File: src/rtl/bac_pkg.sv
// Package for the BCD alarm clock controller: item structs, mode, field,
// operation and key codes, and the fixed constants of the block.
// No dependencies; every other file of the block imports it.
package bac_pkg;

  typedef enum logic [1:0] {
    OP_CLOCK = 2'd0,
    OP_TICK  = 2'd1,
    OP_KEY   = 2'd2,
    OP_NONE  = 2'd3
  } op_e;

  typedef enum logic [1:0] {
    KEY_TIME  = 2'd0,
    KEY_ALARM = 2'd1,
    KEY_UP    = 2'd2,
    KEY_DOWN  = 2'd3
  } key_e;

  typedef enum logic [1:0] {
    MODE_NORMAL    = 2'd0,
    MODE_SET_TIME  = 2'd1,
    MODE_SET_ALARM = 2'd2
  } mode_e;

  typedef enum logic [1:0] {
    FIELD_NONE = 2'd0,
    FIELD_HOUR = 2'd1,
    FIELD_MIN  = 2'd2,
    FIELD_SEC  = 2'd3
  } field_e;

  // Reset value of the alarm duration register, in alarm ticks.
  localparam logic [7:0] DURATION_RESET = 8'd25;

  // Wrap points of the BCD fields.
  localparam logic [6:0] HOUR_MAX   = 7'h23;
  localparam logic [6:0] MINSEC_MAX = 7'h59;

  typedef struct packed {
    logic [5:0] hour;
    logic [6:0] min;
    logic [6:0] sec;
  } hms_t;

  typedef struct packed {
    op_e        op;
    key_e       key;
    logic [5:0] now_hour;
    logic [6:0] now_min;
    logic [6:0] now_sec;
  } in_item_t;

  typedef struct packed {
    mode_e      mode;
    field_e     field_index;
    logic [5:0] show_hour;
    logic [6:0] show_min;
    logic [6:0] show_sec;
    logic       led_on;
    logic       alarm_ringing;
    logic       muted;
    logic       write_clock;
    logic       reload_clock;
  } out_item_t;

endpackage

File: src/rtl/bcd_alarm_clock_controller_core.sv
// Top level of the BCD alarm clock controller: input stage, alarm duration
// register and result register around bac_core. Uses bac_pkg.
//
// Usage: items enter on the in_valid_i / in_ready_o channel. Each item is a
// clock update, an alarm tick or a key press, and every accepted item gives
// exactly one result item on out_valid_o / out_ready_i, in order. The result
// carries the mode, the edited field, the time or alarm to show, the LED,
// ringing and mute flags, and one-item pulses asking the host to write or
// reread its clock source.
//
// An accepted item sits in the input register while the controller state
// is updated, and its result is then held in the result register. The
// block takes one item per cycle while the receiver does not stall, since
// all work for an item is one short pass of logic between the two registers.
//
// When the receiver stalls, the result register holds its item and the
// input register keeps one more; in_ready_o drops only when both are full.
//
// The alarm duration register is written with cfg_we_i and cfg_data_i and
// should only change while no item is in flight. Reset returns it to 25
// ticks, clears all controller state to normal mode at 00:00:00 with the
// alarm at 00:00:00, and empties both registers.
module bcd_alarm_clock_controller_core (
  input  logic               clk_i,
  input  logic               rst_ni,
  input  logic               in_valid_i,
  output logic               in_ready_o,
  input  bac_pkg::in_item_t  in_data_i,
  output logic               out_valid_o,
  input  logic               out_ready_i,
  output bac_pkg::out_item_t out_data_o,
  input  logic               cfg_we_i,
  input  logic [7:0]         cfg_data_i
);
  import bac_pkg::*;

  logic       stage_valid_q, stage_valid_d;
  in_item_t   stage_item_q;
  logic       out_valid_q, out_valid_d;
  out_item_t  result_q;
  out_item_t  result_d;
  logic [7:0] duration_q;
  logic       stage_adv;
  logic       in_fire;

  // The staged item moves on whenever the result register is empty or its
  // item is taken in the same cycle.
  assign stage_adv  = stage_valid_q && (!out_valid_q || out_ready_i);
  assign in_ready_o = !stage_valid_q || stage_adv;
  assign in_fire    = in_valid_i && in_ready_o;

  assign stage_valid_d = in_fire || (stage_valid_q && !stage_adv);
  assign out_valid_d   = stage_adv || (out_valid_q && !out_ready_i);

  // The core updates its state only on the edge that moves an item on.
  bac_core u_core (
    .clk_i      (clk_i),
    .rst_ni     (rst_ni),
    .item_en_i  (stage_adv),
    .item_i     (stage_item_q),
    .duration_i (duration_q),
    .result_o   (result_d)
  );

  always_ff @(posedge clk_i or negedge rst_ni) begin
    if (!rst_ni) begin
      stage_valid_q <= 1'b0;
      out_valid_q   <= 1'b0;
      duration_q    <= DURATION_RESET;
    end else begin
      stage_valid_q <= stage_valid_d;
      out_valid_q   <= out_valid_d;
      if (cfg_we_i) begin
        duration_q <= cfg_data_i;
      end
    end
  end

  // Payload registers carry no reset; their valid bits guard them.
  always_ff @(posedge clk_i) begin
    if (in_fire) begin
      stage_item_q <= in_data_i;
    end
    if (stage_adv) begin
      result_q <= result_d;
    end
  end

  assign out_valid_o = out_valid_q;
  assign out_data_o  = result_q;

  // An item that leaves the input stage must show up as a result.
  assert property (@(posedge clk_i) disable iff (!rst_ni) stage_adv |=> out_valid_q)
    else $error("advanced item did not reach the result register");

  // Clock write and reload requests are only raised on leaving a set mode.
  assert property (@(posedge clk_i) disable iff (!rst_ni)
    out_valid_q && (result_q.write_clock || result_q.reload_clock)
    |-> result_q.mode == MODE_NORMAL)
    else $error("clock pulse outside normal mode");

  // Both clock requests never come in the same result.
  assert property (@(posedge clk_i) disable iff (!rst_ni)
    out_valid_q |-> !(result_q.write_clock && result_q.reload_clock))
    else $error("write and reload requested together");

endmodule

File: src/rtl/bac_bcd_step.sv
// BCD field stepper: raises or lowers one BCD hour, minute or second value
// with wrap at 23 or 59. Uses the wrap constants of bac_pkg.
module bac_bcd_step (
  input  logic [6:0] value_i,
  input  logic       is_hour_i,
  input  logic       up_i,
  output logic [6:0] value_o
);
  import bac_pkg::*;

  logic [6:0] up_val;
  logic [6:0] down_val;
  logic [6:0] plus_one;
  logic [6:0] minus_one;

  assign plus_one  = value_i + 7'd1;
  assign minus_one = value_i - 7'd1;

  // Increment walks the same compare chain for valid and invalid codes,
  // so any value at or above the top of the range wraps to zero.
  always_comb begin
    if (value_i < 7'h09) begin
      up_val = plus_one;
    end else if (value_i == 7'h09) begin
      up_val = 7'h10;
    end else if (value_i < 7'h19) begin
      up_val = plus_one;
    end else if (value_i == 7'h19) begin
      up_val = 7'h20;
    end else if (is_hour_i) begin
      up_val = (value_i < HOUR_MAX) ? plus_one : 7'h00;
    end else if (value_i < 7'h29) begin
      up_val = plus_one;
    end else if (value_i == 7'h29) begin
      up_val = 7'h30;
    end else if (value_i < 7'h39) begin
      up_val = plus_one;
    end else if (value_i == 7'h39) begin
      up_val = 7'h40;
    end else if (value_i < 7'h49) begin
      up_val = plus_one;
    end else if (value_i == 7'h49) begin
      up_val = 7'h50;
    end else if (value_i < MINSEC_MAX) begin
      up_val = plus_one;
    end else begin
      up_val = 7'h00;
    end
  end

  // Decrement borrows across the tens digit and wraps zero to the top.
  always_comb begin
    if (!is_hour_i && value_i > 7'h50) begin
      down_val = minus_one;
    end else if (!is_hour_i && value_i == 7'h50) begin
      down_val = 7'h49;
    end else if (!is_hour_i && value_i > 7'h40) begin
      down_val = minus_one;
    end else if (!is_hour_i && value_i == 7'h40) begin
      down_val = 7'h39;
    end else if (!is_hour_i && value_i > 7'h30) begin
      down_val = minus_one;
    end else if (!is_hour_i && value_i == 7'h30) begin
      down_val = 7'h29;
    end else if (value_i > 7'h20) begin
      down_val = minus_one;
    end else if (value_i == 7'h20) begin
      down_val = 7'h19;
    end else if (value_i > 7'h10) begin
      down_val = minus_one;
    end else if (value_i == 7'h10) begin
      down_val = 7'h09;
    end else if (value_i > 7'h00) begin
      down_val = minus_one;
    end else begin
      down_val = is_hour_i ? HOUR_MAX : MINSEC_MAX;
    end
  end

  assign value_o = up_i ? up_val : down_val;

endmodule

File: src/rtl/bac_core.sv
// Controller state and per-item update logic of the BCD alarm clock:
// mode state machine, time, alarm and ring bookkeeping. Uses bac_pkg and
// one bac_bcd_step instance.
module bac_core (
  input  logic               clk_i,
  input  logic               rst_ni,
  input  logic               item_en_i,
  input  bac_pkg::in_item_t  item_i,
  input  logic [7:0]         duration_i,
  output bac_pkg::out_item_t result_o
);
  import bac_pkg::*;

  mode_e      mode_q, mode_d;
  field_e     field_q, field_d;
  hms_t       time_q, time_d;
  hms_t       saved_q, saved_d;
  hms_t       alarm_q, alarm_d;
  logic       mute_q, mute_d;
  logic       ring_q, ring_d;
  logic       blink_q, blink_d;
  logic       led_q, led_d;
  logic [7:0] count_q, count_d;

  logic       wr_pulse;
  logic       rl_pulse;
  logic       silence_key;
  logic       alarm_match;
  logic [7:0] count_inc;
  hms_t       edit_hms;
  hms_t       show_hms;
  logic [6:0] step_in;
  logic [6:0] step_out;

  // A key while ringing in normal mode only silences the alarm.
  assign silence_key = (mode_q == MODE_NORMAL) && ring_q;
  assign alarm_match = (time_q == alarm_q);
  assign count_inc   = count_q + 8'd1;

  assign edit_hms = (mode_q == MODE_SET_TIME) ? time_q : alarm_q;

  always_comb begin
    case (field_q)
      FIELD_HOUR: step_in = {1'b0, edit_hms.hour};
      FIELD_MIN:  step_in = edit_hms.min;
      default:    step_in = edit_hms.sec;
    endcase
  end

  bac_bcd_step u_step (
    .value_i   (step_in),
    .is_hour_i (field_q == FIELD_HOUR),
    .up_i      (item_i.key == KEY_UP),
    .value_o   (step_out)
  );

  // Next mode.
  always_comb begin
    mode_d = mode_q;
    if (item_en_i && item_i.op == OP_KEY && !silence_key) begin
      unique case (mode_q)
        MODE_NORMAL: begin
          if (item_i.key == KEY_TIME) begin
            mode_d = MODE_SET_TIME;
          end else if (item_i.key == KEY_ALARM) begin
            mode_d = MODE_SET_ALARM;
          end
        end
        MODE_SET_TIME: begin
          if (item_i.key == KEY_TIME && field_q == FIELD_SEC) begin
            mode_d = MODE_NORMAL;
          end
        end
        MODE_SET_ALARM: begin
          if (item_i.key == KEY_ALARM && field_q == FIELD_SEC) begin
            mode_d = MODE_NORMAL;
          end
        end
        default: mode_d = mode_q;
      endcase
    end
  end

  // Field, time, alarm and ring state, plus the clock pulses.
  always_comb begin
    field_d  = field_q;
    time_d   = time_q;
    saved_d  = saved_q;
    alarm_d  = alarm_q;
    mute_d   = mute_q;
    ring_d   = ring_q;
    blink_d  = blink_q;
    led_d    = led_q;
    count_d  = count_q;
    wr_pulse = 1'b0;
    rl_pulse = 1'b0;
    if (item_en_i) begin
      case (item_i.op)
        OP_CLOCK: begin
          if (mode_q != MODE_SET_TIME) begin
            time_d = '{hour: item_i.now_hour, min: item_i.now_min, sec: item_i.now_sec};
          end
        end
        OP_TICK: begin
          if (ring_q || alarm_match) begin
            ring_d  = 1'b1;
            count_d = count_inc;
            if (!mute_q) begin
              blink_d = ~blink_q;
              led_d   = ~blink_q;
            end
            if (count_inc == duration_i) begin
              mute_d  = 1'b1;
              ring_d  = 1'b0;
              count_d = 8'd0;
              led_d   = 1'b0;
            end
          end
        end
        OP_KEY: begin
          if (silence_key) begin
            mute_d  = 1'b1;
            ring_d  = 1'b0;
            count_d = 8'd0;
            led_d   = 1'b0;
          end else if (item_i.key == KEY_TIME || item_i.key == KEY_ALARM) begin
            if (mode_q == MODE_NORMAL) begin
              field_d = FIELD_HOUR;
              if (item_i.key == KEY_TIME) begin
                saved_d = time_q;
              end
            end else if ((mode_q == MODE_SET_TIME && item_i.key == KEY_TIME) ||
                         (mode_q == MODE_SET_ALARM && item_i.key == KEY_ALARM)) begin
              if (field_q == FIELD_SEC) begin
                field_d = FIELD_NONE;
                if (item_i.key == KEY_TIME) begin
                  // Only a changed time is written back to the clock source.
                  if (saved_q == time_q) begin
                    rl_pulse = 1'b1;
                  end else begin
                    wr_pulse = 1'b1;
                  end
                end else begin
                  mute_d   = 1'b0;
                  rl_pulse = 1'b1;
                end
              end else if (field_q == FIELD_HOUR) begin
                field_d = FIELD_MIN;
              end else if (field_q == FIELD_MIN) begin
                field_d = FIELD_SEC;
              end else begin
                field_d = FIELD_HOUR;
              end
            end
          end else if ((mode_q == MODE_SET_TIME || mode_q == MODE_SET_ALARM) &&
                       field_q != FIELD_NONE) begin
            if (mode_q == MODE_SET_TIME) begin
              case (field_q)
                FIELD_HOUR: time_d.hour = step_out[5:0];
                FIELD_MIN:  time_d.min  = step_out;
                default:    time_d.sec  = step_out;
              endcase
            end else begin
              case (field_q)
                FIELD_HOUR: alarm_d.hour = step_out[5:0];
                FIELD_MIN:  alarm_d.min  = step_out;
                default:    alarm_d.sec  = step_out;
              endcase
            end
          end
        end
        default: ;
      endcase
    end
  end

  assign show_hms = (mode_d == MODE_SET_ALARM) ? alarm_d : time_d;

  assign result_o = '{
    mode:          mode_d,
    field_index:   field_d,
    show_hour:     show_hms.hour,
    show_min:      show_hms.min,
    show_sec:      show_hms.sec,
    led_on:        led_d,
    alarm_ringing: ring_d,
    muted:         mute_d,
    write_clock:   wr_pulse,
    reload_clock:  rl_pulse
  };

  always_ff @(posedge clk_i or negedge rst_ni) begin
    if (!rst_ni) begin
      mode_q  <= MODE_NORMAL;
      field_q <= FIELD_NONE;
      time_q  <= '0;
      saved_q <= '0;
      alarm_q <= '0;
      mute_q  <= 1'b0;
      ring_q  <= 1'b0;
      blink_q <= 1'b0;
      led_q   <= 1'b0;
      count_q <= 8'd0;
    end else begin
      mode_q  <= mode_d;
      field_q <= field_d;
      time_q  <= time_d;
      saved_q <= saved_d;
      alarm_q <= alarm_d;
      mute_q  <= mute_d;
      ring_q  <= ring_d;
      blink_q <= blink_d;
      led_q   <= led_d;
      count_q <= count_d;
    end
  end

  // An edited field exists exactly while a set mode is active.
  assert property (@(posedge clk_i) disable iff (!rst_ni)
    (mode_q == MODE_NORMAL) == (field_q == FIELD_NONE))
    else $error("field index out of step with mode");

  // The LED can only be lit while the alarm rings.
  assert property (@(posedge clk_i) disable iff (!rst_ni) led_q |-> ring_q)
    else $error("LED lit without ringing alarm");

endmodule
File: config.mk
export PLATFORM = sky130hd
export DESIGN_NAME = bcd_alarm_clock_controller_core
export DESIGN_NICKNAME = d
export VERILOG_FILES = /design/src/rtl/bac_pkg.sv /design/src/rtl/bcd_alarm_clock_controller_core.sv /design/src/rtl/bac_bcd_step.sv /design/src/rtl/bac_core.sv
export SDC_FILE = /design/constraint.sdc
export NUM_CORES = 1
export LEC_CHECK = 0
export BUFFER_PORTS_ARGS = -buffer_cell sky130_fd_sc_hd__buf_4
export CORE_MARGIN = 2
export CORE_UTILIZATION = 49
export CTS_CLUSTER_SIZE = 28
export DETAILED_ROUTE_END_ITERATION = 6
export PLACE_DENSITY = 0.73
export SLEW_MARGIN = 25
export SYNTH_ARGS = -nofsm -noshare
export SYNTH_HDL_FRONTEND = slang
export SYNTH_SLANG_ARGS = --single-unit
File: constraint.sdc
create_clock -name clk_i -period 10.4 [get_ports clk_i]
set_clock_uncertainty 0.1 [all_clocks]
set_input_delay 2.08 -clock clk_i [delete_from_list [all_inputs] [get_ports clk_i]]
set_output_delay 2.08 -clock clk_i [all_outputs]
set_load 0.005 [all_outputs]
# Yosys cells after proc, flatten, opt, wreduce, memory -nomap -nowiden
# Index checks and enable logic that the tools add are counted.
word_totals:
  reg_bits: 139
  elab_cells: 218
  in_bits: 37
op_classes:
  n_reduce_logical: 43
  mux: 91
  magnitude_cmp: 13
  n_addsub: 3
  eq_ne: 26
  n_bitwise: 8
op_table:
  columns: ["cell", "count"]
  rows:
  - ["$mux W20", 14]
  - ["$mux W7", 30]
  - ["$eq A20 B20 Y1", 2]
  - ["$pmux W20 S2", 1]
  - ["$eq A7 B6 Y1 const B", 4]
  - ["$mux W2", 14]
  - ["$mux W8", 3]
  - ["$eq A7 B7 Y1 const B", 3]
  - ["$lt A7 B6 Y1 const B", 3]
  - ["$mux W1", 21]
  - ["$logic_and A1 B1 Y1", 18]
  - ["$pmux W8 S2", 1]
  - ["$eq A7 B5 Y1 const B", 2]
  - ["$gt A7 B6 Y1 const B", 2]
  - ["$gt A7 B7 Y1 const B", 2]
  - ["$lt A7 B7 Y1 const B", 2]
  - ["$pmux W7 S2", 1]
  - ["$eq A2 B2 Y1 const B", 6]
  - ["$mux W6", 2]
  - ["$add A8 B1 Y8 const B", 1]
  - ["$eq A2 B1 Y1 const B", 4]
  - ["$eq A8 B8 Y1", 1]
  - ["$logic_or A1 B1 Y1", 8]
  - ["$not A1 Y1", 8]
  - ["18 further kinds", 31]

# Longest topological paths before layout
# Gate-level depths: netlist (run 1).
depth:
  word_depth: 25
  ltp_mapped: 17

# Modules after synthesis
# From an unflattened synthesis (run 1), not the netlist that was laid out.
unflattened:
  hier_cells: 692
  hier_area_um2: 7714.9
modules_own_cells:
  columns: ["mod", "instances", "area_per_inst_um2", "cells_each"]
  rows:
  - ["bac_core", 1, 4812.1, 472]
  - ["bcd_alarm_clock_controller_core", 1, 2015.7, 78]
  - ["bac_bcd_step", 1, 887.1, 142]

# Worst setup path after synthesis (run 1)
# No wires, ideal clock.
synth_timing:
  kind: "input to register"
  start: "input out_ready_i"
  end: "register result_q (netlist bit out_data_o[17]) (data pin)"
  setup_slack_ps: 5479
  arrival_time_ps: 4561
  setup_ps: 260
  path_stages: 8
  path_buffers: 2
  cell_sequence: "nand2b_1 > and2_1 > clkbuf_1 > o211ai_1 > clkbuf_1 > a21o_1 > a2bb2oi_2 > mux2_4"
synth_lines:
  columns: ["item", "line", "text"]
  rows:
  - ["start, declared", "bcd_alarm_clock_controller_core.sv:30", "input logic out_ready_i,"]
  - ["end signal, assigned", "bcd_alarm_clock_controller_core.sv:85", "result_q <= result_d;"]
  - ["end, declared", "bcd_alarm_clock_controller_core.sv:40", "out_item_t result_q;"]

==> run metrics, run 1 <==
Via Count=between 5,000 and 6,000; core footprint=15,310 um2; final setup violation count=0; count of different cell masters after synthesis=between 70 and 80; status=complete, but fails checks; first-pass GRT wire length=about 31,000 um; Clk pin slew, worst setup/hold paths=around 0.060 ns; mean routed wirelength per cell=20.02 um; Worst EP required=10.57 ns; DP Worst Slack=around 5.7 ns; Via density=5.996; Die H=around 130 um; Buf/Inv on CP=4; CP Class=reg2reg; relative slew slack=0.3260; clk sink count=139; vias in the first global route=roughly 5,800; register area=~3700 um2; initial core utilization=0.5042; Cells after DPL=948; PortBufs=67; leakage power=3.855 nW; Top Ports=68; final worst path period need=4.756 ns; Hold Fails Final Rpt=0; area of the multi-input gates=around 3700 um2; Crit path largest cell delay=between 0.7 and 0.8 ns; reg2reg path depth=15; Pwr Density=just over 300 nW/um2; Finished Layout Cells=980; Setup Fix Bufs, Post-CTS=0; Fillers=1,237; CTS Hold Bufs=0; max-cap violation count=0; Clock Latency Late Sink=0.43 ns; Post-Syn Instances=694; deepest clock path buffer count=2; root buffer cell=clkbuf_16; FF-to-FF setup slack=5.64 ns; width of the die=129.5 um; routability cong.=between 0.9 and 1; Hold Path Class=reg2reg; Max Fclk=~210 MHz; Final ANT Viol Nets=0; Setup TNS Final=0 ns; Seq/Total Area, Yosys=0.4853; Area contributors post-synth=dfrtp_1 27%, edfxtp_1 21%, mux2_2 6.4%, xnor2_1 3.9%, xor2_1 3.1%; syn_area_per_cell=approximately 11 um2; final period utilization=0.4573; Fin Hold WS=~0.4 ns; Worst EP arrival=4.92 ns; grt ovf=0; most common flop cell mapped by yosys=dfrtp_1; RSZ-0062 raised after global routing=false; First-pass DRT Iterations=7; Post-synth EDFFs=53; Synth Register Bits=139; mapped cell area=7722 um2; # nets final=808; H-tree depth=4; cell count along the critical path=15; Slew @ Worst Pin=1.007 ns; GRT Util Overall=0.2442; worst setup margin=5.644 ns; residual DRC count=1; Num CTS Buffers=17; Setup crit end kind=register; worst hold stages=1; kind of cell adding the most delay to the critical path=compound AO/OA/AOI/OAI gates; Commonest cells post-synth=83 x dfrtp_1, 53 x edfxtp_1, 50 x nand2_1, 44 x mux2_2; ratio of cells with drive above 1 in the final layout=0.2458; largest fanout on the critical path=27; initial antenna violation count=0; total wire length=19,620 um; most common cell in the netlist=dfrtp_1; slowest cell on the critical path=o32ai_1; first-iteration detailed-routing DRC count=roughly 660; largest area contributor in the netlist=dfrtp_1; peak supply drop=0.1412 mV; failing checks=DRC; crit-path cells=inv_1 -> ha_1 -> buf_4 -> mux2_2 -> a222oi_1 -> buf_4 -> ha_1 -> inv_1 -> nor3b_2 -> a31oi_1 -> nor3_1 -> a21oi_1 -> o32ai_1 -> a222oi_1 -> mux2i_1; Startpoint Class=register; Area Growth Syn to Fin=17.24%; largest net degree at the start of global routing=87; Yosys top cell area share=0.2690; die area=16,780 um2; CTS tree=built; Async SR Flop Fraction=0.6187; row count=45; Mapped Nets=746; yosys warns=0; DPL Wire Length=approximately 14,000 um; ANT cells=0; pins over their slew limit=0; post_cts resized=0
[flip-flops by register name (all words and copies together) (netlist names)]
name / count
u_core.mute_q: 1
stage_valid_q: 1
out_valid_o: 1
stage_item_q: 24
u_core.led_q: 1
out_data_o: 29
u_core.count_q: 8
u_core.time_q: 20
duration_q: 8
u_core.mode_q: 2
u_core.ring_q: 1
u_core.alarm_q: 20
u_core.saved_q: 20
u_core.blink_q: 1
u_core.field_q: 2
[kinds of logic after synthesis]
kind of cell / Yosys count / synth area share
AO/OA/AOI/OAI: 161 / 0.1591
AND/OR/NAND/NOR: 173 / 0.1152
flip-flops: 139 / 0.4853
adder cells (fa/ha/maj): 15 / 0.02430
multiplexers: 76 / 0.1105
buffers and inverters: 69 / 0.03645
XOR/XNOR: 61 / 0.06918
[worst paths after layout]
| path | startpoint | endpoint |
|---|---|---|
| max | u_core.mode_q[1] | out_data_o[11] |
| min | u_core.blink_q | u_core.blink_q |
| max reg2reg | u_core.mode_q[1] | out_data_o[11] |
| min reg2reg | u_core.blink_q | u_core.blink_q |
| max in group asynchronous | rst_ni | u_core.alarm_q[18] |
| min in group asynchronous | rst_ni | duration_q[2] |
[worst register-to-register path, delay by kind of cell, from the launching register on]
family                     cells  cell delay, ns
AOI/OAI and AO/OA              5            1.66
buffers and inverters          4            0.78
muxes                          2            0.61
and+or+nand+nor                2            0.61
DFF                            1            0.43
adders and majority gates      2            0.41
[final cells by class]
| class | count | share of cell area |
|---|---|---|
| clock inverters | 11 | 0.01852 |
| flip-flops and latches | 139 | 0.4139 |
| inverters | 34 | 0.01410 |
| clock buffers | 21 | 0.05086 |
| repair buffers | 78 | 0.06509 |
| multi-input cells | 486 | 0.4084 |
| well taps | 211 | 0.02916 |
[metal layers]
layer | track usage | routed length (um) | vias to the layer above | share of wire
met5 | 0 | 0 | - | 0
met4 | 0.08539 | 439 | 0 | 0.022
met3 | 0.06235 | 1412 | 36 | 0.072
met2 | 0.3842 | 9346 | 254 | 0.48
met1 | 0.3312 | 8424 | 2881 | 0.43
li1 | - | - | 2705 | -
[stage by stage]
stage | util | instance area, um2 | power (mW)
finish | 0.5912 | 9054 | 2.740
global route | 0.5912 | 9054 | 2.895
CTS | 0.5912 | 9054 | 2.724
detailed placement | 0.5502 | 8426 | 2.071
global placement | 0.5498 | 8421 | 2.049
floorplan | - | 7722 | 1.720
[cell usage in the layout, fill, tap and decap left out, types with 16 or more instances in the layout]
master / synthesis / layout
dfrtp_1: 83 / 83
buf_4: 3 / 77
edfxtp_1: 53 / 53
nand2_1: 50 / 50
mux2_2: 44 / 44
inv_1: 34 / 34
xnor2_1: 34 / 34
nor2_1: 32 / 32
xor2_1: 27 / 27
a21oi_1: 24 / 24
mux2i_1: 23 / 23
o21ai_0: 22 / 22
clkbuf_16: 0 / 17
nor3_1: 16 / 16
[report_power, final]
part | internal (mW) | switching [mW]
Combinational | 0.522 | 0.710
Sequential | 0.717 | 0.152
Clock | 0.413 | 0.227
Power figures use the tool's default switching activity.
==> run 2: changes to the inputs <==
- clock period: 10.4 -> 4.8 ns (I/O delays scaled with it)
==> run metrics, run 2 (same netlist as run 1, synthesis figures left out) <==
status=finished clean; Sw Share=0.4115; CP Class=reg2reg; Cells after DPL=around 960; Worst EP arrival=4.67 ns; Slew @ Worst Pin=roughly 0.96 ns; Setup Fix Bufs, Post-CTS=0; Int Pwr=~3.5 mW; pins over their slew limit=0; peak supply drop=~0.29 mV; row count=45; CTS Hold Bufs=0; Finished Layout Cells=994; leakage power=roughly 3.9 nW; most frequent cells in the layout=90 x buf_4, 83 x dfrtp_1, 53 x edfxtp_1; sw power=about 2.4 mW; residual DRC count=0; largest net degree at the start of global routing=48; Num CTS Buffers=17; final period utilization=0.9638; GRT Util Overall=0.2562; post_cts resized=0; relative slew slack=0.3555; Setup crit end kind=register; Max Fclk=216.2 MHz; most common cell after layout, fill and taps aside=buf_4; die area=around 17,000 um2; FF-to-FF setup slack=0.17 ns; Sequential Power Share=0.317; CTS tree=built; total wire length=20,330 um; final setup violation count=0; worst setup margin=0.1739 ns; Clk pin slew, worst setup/hold paths=0.06 ns; Fillers=1,280; core footprint=15,310 um2; Area after DPL=8552 um2; ANT cells=0; Startpoint Class=register; clk sink count=139; first-iteration detailed-routing DRC count=between 800 and 900; max reg flops=29; largest fanout on the critical path=15; Via Count=6,062; clock power share=0.203; H-tree depth=4; First-pass DRT Iterations=7; Final ANT Viol Nets=0; initial core utilization=0.5042; DP Worst Slack=approximately 0.094 ns; Die H=roughly 130 um; vias in the first global route=~6,000; Design Area, Final=9102 um2; DPL Wire Length=14,980 um; Comb pwr share=0.479; grt ovf=0; final worst path period need=4.626 ns; Area Growth Syn to Fin=17.87%; first-pass GRT wire length=32,580 um; Pwr Density=around 650 nW/um2; max-cap violation count=0; PortBufs=67; Hold Fails Final Rpt=0; Util after Layout=0.5944; mean routed wirelength per cell=20.45 um; Top Ports=68; # nets final=~820; width of the die=129.5 um; routability cong.=0.9458; deepest clock path buffer count=2; Worst EP required=4.84 ns; ratio of cells with drive above 1 in the final layout=0.2593; Hold Path Class=reg2reg; Clock Latency Late Sink=0.43 ns; initial antenna violation count=0; Via density=6.099; root buffer cell=clkbuf_16; power consumption=approximately 5.9 mW
run 2: cell count changes in the layout (fill, tap and decap cells not counted), sizes merged:
cell / change
buf: +14
bufinv: -4
clkbuf: -1
clkinvlp: +3
inv: +2
run 2: routing by layer:
layer	track usage	vias to the layer above	share of wire
met5	0	-	0
met1	0.3394	2989	0.42
li1	-	2733	-
met4	0.1208	0	0.037
met3	0.05780	56	0.069
met2	0.4028	284	0.48
run 2: area by class of cell:
class | instances | area [um2] | share of cell area
clock inverters | 12 | 90.09 | 0.009897
well taps | 211 | 264.0 | 0.02900
multi-input cells | 486 | 3700 | 0.4065
clock buffers | 20 | 457.9 | 0.05031
repair buffers | 92 | 715.7 | 0.07863
inverters | 34 | 127.6 | 0.01402
flip-flops and latches | 139 | 3747 | 0.4117
run 2: worst paths after layout:
path	start	to	cells after the start
setup / recovery	u_core.mode_q[1]	out_data_o[15]	13
hold / removal	u_core.blink_q	u_core.blink_q	1
setup reg to reg	u_core.mode_q[1]	out_data_o[15]	13
hold reg to reg	u_core.blink_q	u_core.blink_q	1
max in group asynchronous	rst_ni	u_core.time_q[14]	2
min in group asynchronous	rst_ni	duration_q[2]	1
run 2: worst max-delay path, stage by stage (launching register included):
cell and delay (ns):
dfrtp_1 0.44, inv_1 0.13, ha_2 0.46, buf_4 0.27
mux2i_1 0.30, o22ai_1 0.22, buf_4 0.20, or3_1 0.43
o311ai_1 0.36, a31oi_2 0.22, o21ai_1 0.25, a2bb2oi_2 0.16
a222oi_1 0.64, mux2i_1 0.15
run 2: power groups by stage:
stage,Combinational [mW],Sequential (mW),Clock [mW]
floorplan,1.95,1.78,0
global placement,2.74,1.88,0
detailed placement,2.78,1.89,0
CTS,2.80,1.87,1.22
global route,3.09,1.92,1.27
finish,2.84,1.88,1.20
run 2: per-stage QoR:
stage               hold WS, ns  TNS [ns]
floorplan                0.3425         0
global placement         0.3593         0
detailed placement       0.3836         0
CTS                      0.3951         0
global route             0.4081  -0.01110
finish                   0.3960         0
==> run 3: changes to the inputs <==
- REMOVE_ABC_BUFFERS: not set -> 1
- SETUP_SLACK_MARGIN: not set -> 0.2
==> run metrics, run 3 (same netlist as run 1, synthesis figures left out) <==
status=complete, but fails checks; failing checks=DRC; vias in the first global route=between 6,000 and 7,000; Int Pwr=between 3 and 4 mW; first-pass GRT wire length=33,840 um; largest net degree at the start of global routing=54; RR Endpoint=out_data_o[5]; leakage power=3.918 nW; routability cong.=between 0.9 and 1; Die H=between 100 and 150 um; row count=45; crit-path cells=inv_1 -> ha_4 -> buf_4 -> mux2_2 -> a222oi_1 -> buf_4 -> and4_1 -> a311oi_1 -> a31oi_2 -> nor3_1 -> o22ai_1 -> mux2_2 -> o2bb2ai_1; most common cell after layout, fill and taps aside=buf_4; Pwr Density=between 600 and 700 nW/um2; Clock Latency Late Sink=~0.42 ns; Max Fclk=231.2 MHz; Via Count=a little over 6,000; max reg flops=29; pins over their slew limit=0; max-cap violation count=0; final setup violation count=0; FF-to-FF Start=u_core.mode_q[1]; Area after DPL=8534 um2; mean routed wirelength per cell=21.85 um; Cells after DPL=just under 1,000; Final ANT Viol Nets=0; clk sink count=139; die area=between 15,000 and 20,000 um2; Num CTS Buffers=17; cell count along the critical path=13; most frequent cells in the layout=94 x buf_4, 83 x dfrtp_1, 53 x edfxtp_1; grt met2 use=0.4353; residual DRC count=1; total wire length=around 22,000 um; Fin Hold WS=0.3729 ns; Finished Layout Cells=~1,000; reg2reg path depth=13; Area Growth Syn to Fin=18.47%; peak supply drop=0.3375 mV; slowest cell on the critical path=o22ai_1; FF-to-FF setup slack=0.47 ns; H-tree depth=4; Startpoint Class=register; Slew @ Worst Pin=1.016 ns; final period utilization=0.9011; Critical Path Sink=out_data_o[5]; DP Worst Slack=0.1492 ns; clock power share=0.217; Top Usage Layer GRT=met2; Design Area, Final=~9000 um2; Setup crit end kind=register; ANT cells=0; initial core utilization=0.5042; initial antenna violation count=0; CP Class=reg2reg; deepest clock path buffer count=2; DPL Wire Length=15,630 um; Setup TNS Final=0 ns; # nets final=824; kind of cell adding the most delay to the critical path=compound AO/OA/AOI/OAI gates; width of the die=129.5 um; Via density=6.088; power consumption=6.118 mW; relative slew slack=0.3199; sw power=between 2 and 2.5 mW; Buf/Inv on CP=3; Crit path largest cell delay=slightly above 0.5 ns; largest fanout on the critical path=14; CTS tree=built; Comb pwr share=0.478; Worst EP arrival=around 4.5 ns; final worst path period need=4.325 ns; Hold Fails Final Rpt=0; Top Ports=68; PortBufs=67; Worst EP required=4.94 ns; grt ovf=0; CP startpoint=u_core.mode_q[1]; RSZ-0062 raised after global routing=false; Clk pin slew, worst setup/hold paths=about 0.06 ns; met3 global-route usage=0.04831; core footprint=15,310 um2; first-iteration detailed-routing DRC count=619; met1 global-route usage=0.3590; Sequential Power Share=0.306; First-pass DRT Iterations=7; Sw Share=0.4038; GRT Util Overall=0.2692; ratio of cells with drive above 1 in the final layout=0.2624; Fillers=1,280; Util after Layout=0.5974; root buffer cell=clkbuf_16; worst setup margin=0.4748 ns; Hold Path Class=reg2reg
-- run 3: cell types whose count changed in the layout (fill, tap and decap cells not counted), sizes merged --
cell and delta:
bufinv +3, buf +2, inv -1, clkinvlp -3
clkinv +1
-- run 3: worst min path at each step --
stage	start	to	depth (start not counted)
finish	u_core.blink_q	u_core.blink_q	1
floorplan	u_core.blink_q	u_core.blink_q	1
global route	u_core.blink_q	u_core.blink_q	1
CTS	u_core.blink_q	u_core.blink_q	1
global placement	u_core.blink_q	u_core.blink_q	1
detailed placement	u_core.blink_q	u_core.blink_q	1
-- run 3: layer usage --
metal / vias up / share of wire
li1: 2738 / -
met1: 2992 / 0.43
met5: - / 0
met4: 0 / 0.032
met2: 282 / 0.48
met3: 52 / 0.064
-- run 3: what timing repair did --
item                       CTS  global route
hold buffers                 0             0
setup endpoints to repair   12            22
hold endpoints to repair     0             0
pin swaps                    0             1
buffers inserted             0             1
gates resized for setup      1             1
-- run 3: power by group through the flow --
stage                     sequential, mW  clock, mW  combinational (mW)
after global placement              1.86          0                2.82
after floorplan                     1.78          0                1.89
after CTS                           1.86       1.34                2.87
after global routing                1.90       1.39                3.14
final                               1.87       1.33                2.92
after detailed placement            1.87          0                2.84
-- run 3: area by class of cell --
type | instances | area [um2] | share of cell area
clock buffer | 20 | 446.7 | 0.04882
clock inverter | 12 | 146.4 | 0.01600
inverter | 34 | 127.6 | 0.01395
multi-input combinational | 486 | 3711 | 0.4056
sequential | 139 | 3747 | 0.4096
tap | 211 | 264.0 | 0.02886
timing repair buffer | 94 | 705.7 | 0.07713
-- run 3: worst register-to-register path, cell delays in order (launching register included) --
cell,delay (ns)
dfrtp_1,0.43
inv_1,0.14
ha_4,0.30
buf_4,0.19
mux2_2,0.34
a222oi_1,0.45
buf_4,0.30
and4_1,0.32
a311oi_1,0.17
a31oi_2,0.33
nor3_1,0.09
o22ai_1,0.51
mux2_2,0.31
o2bb2ai_1,0.16
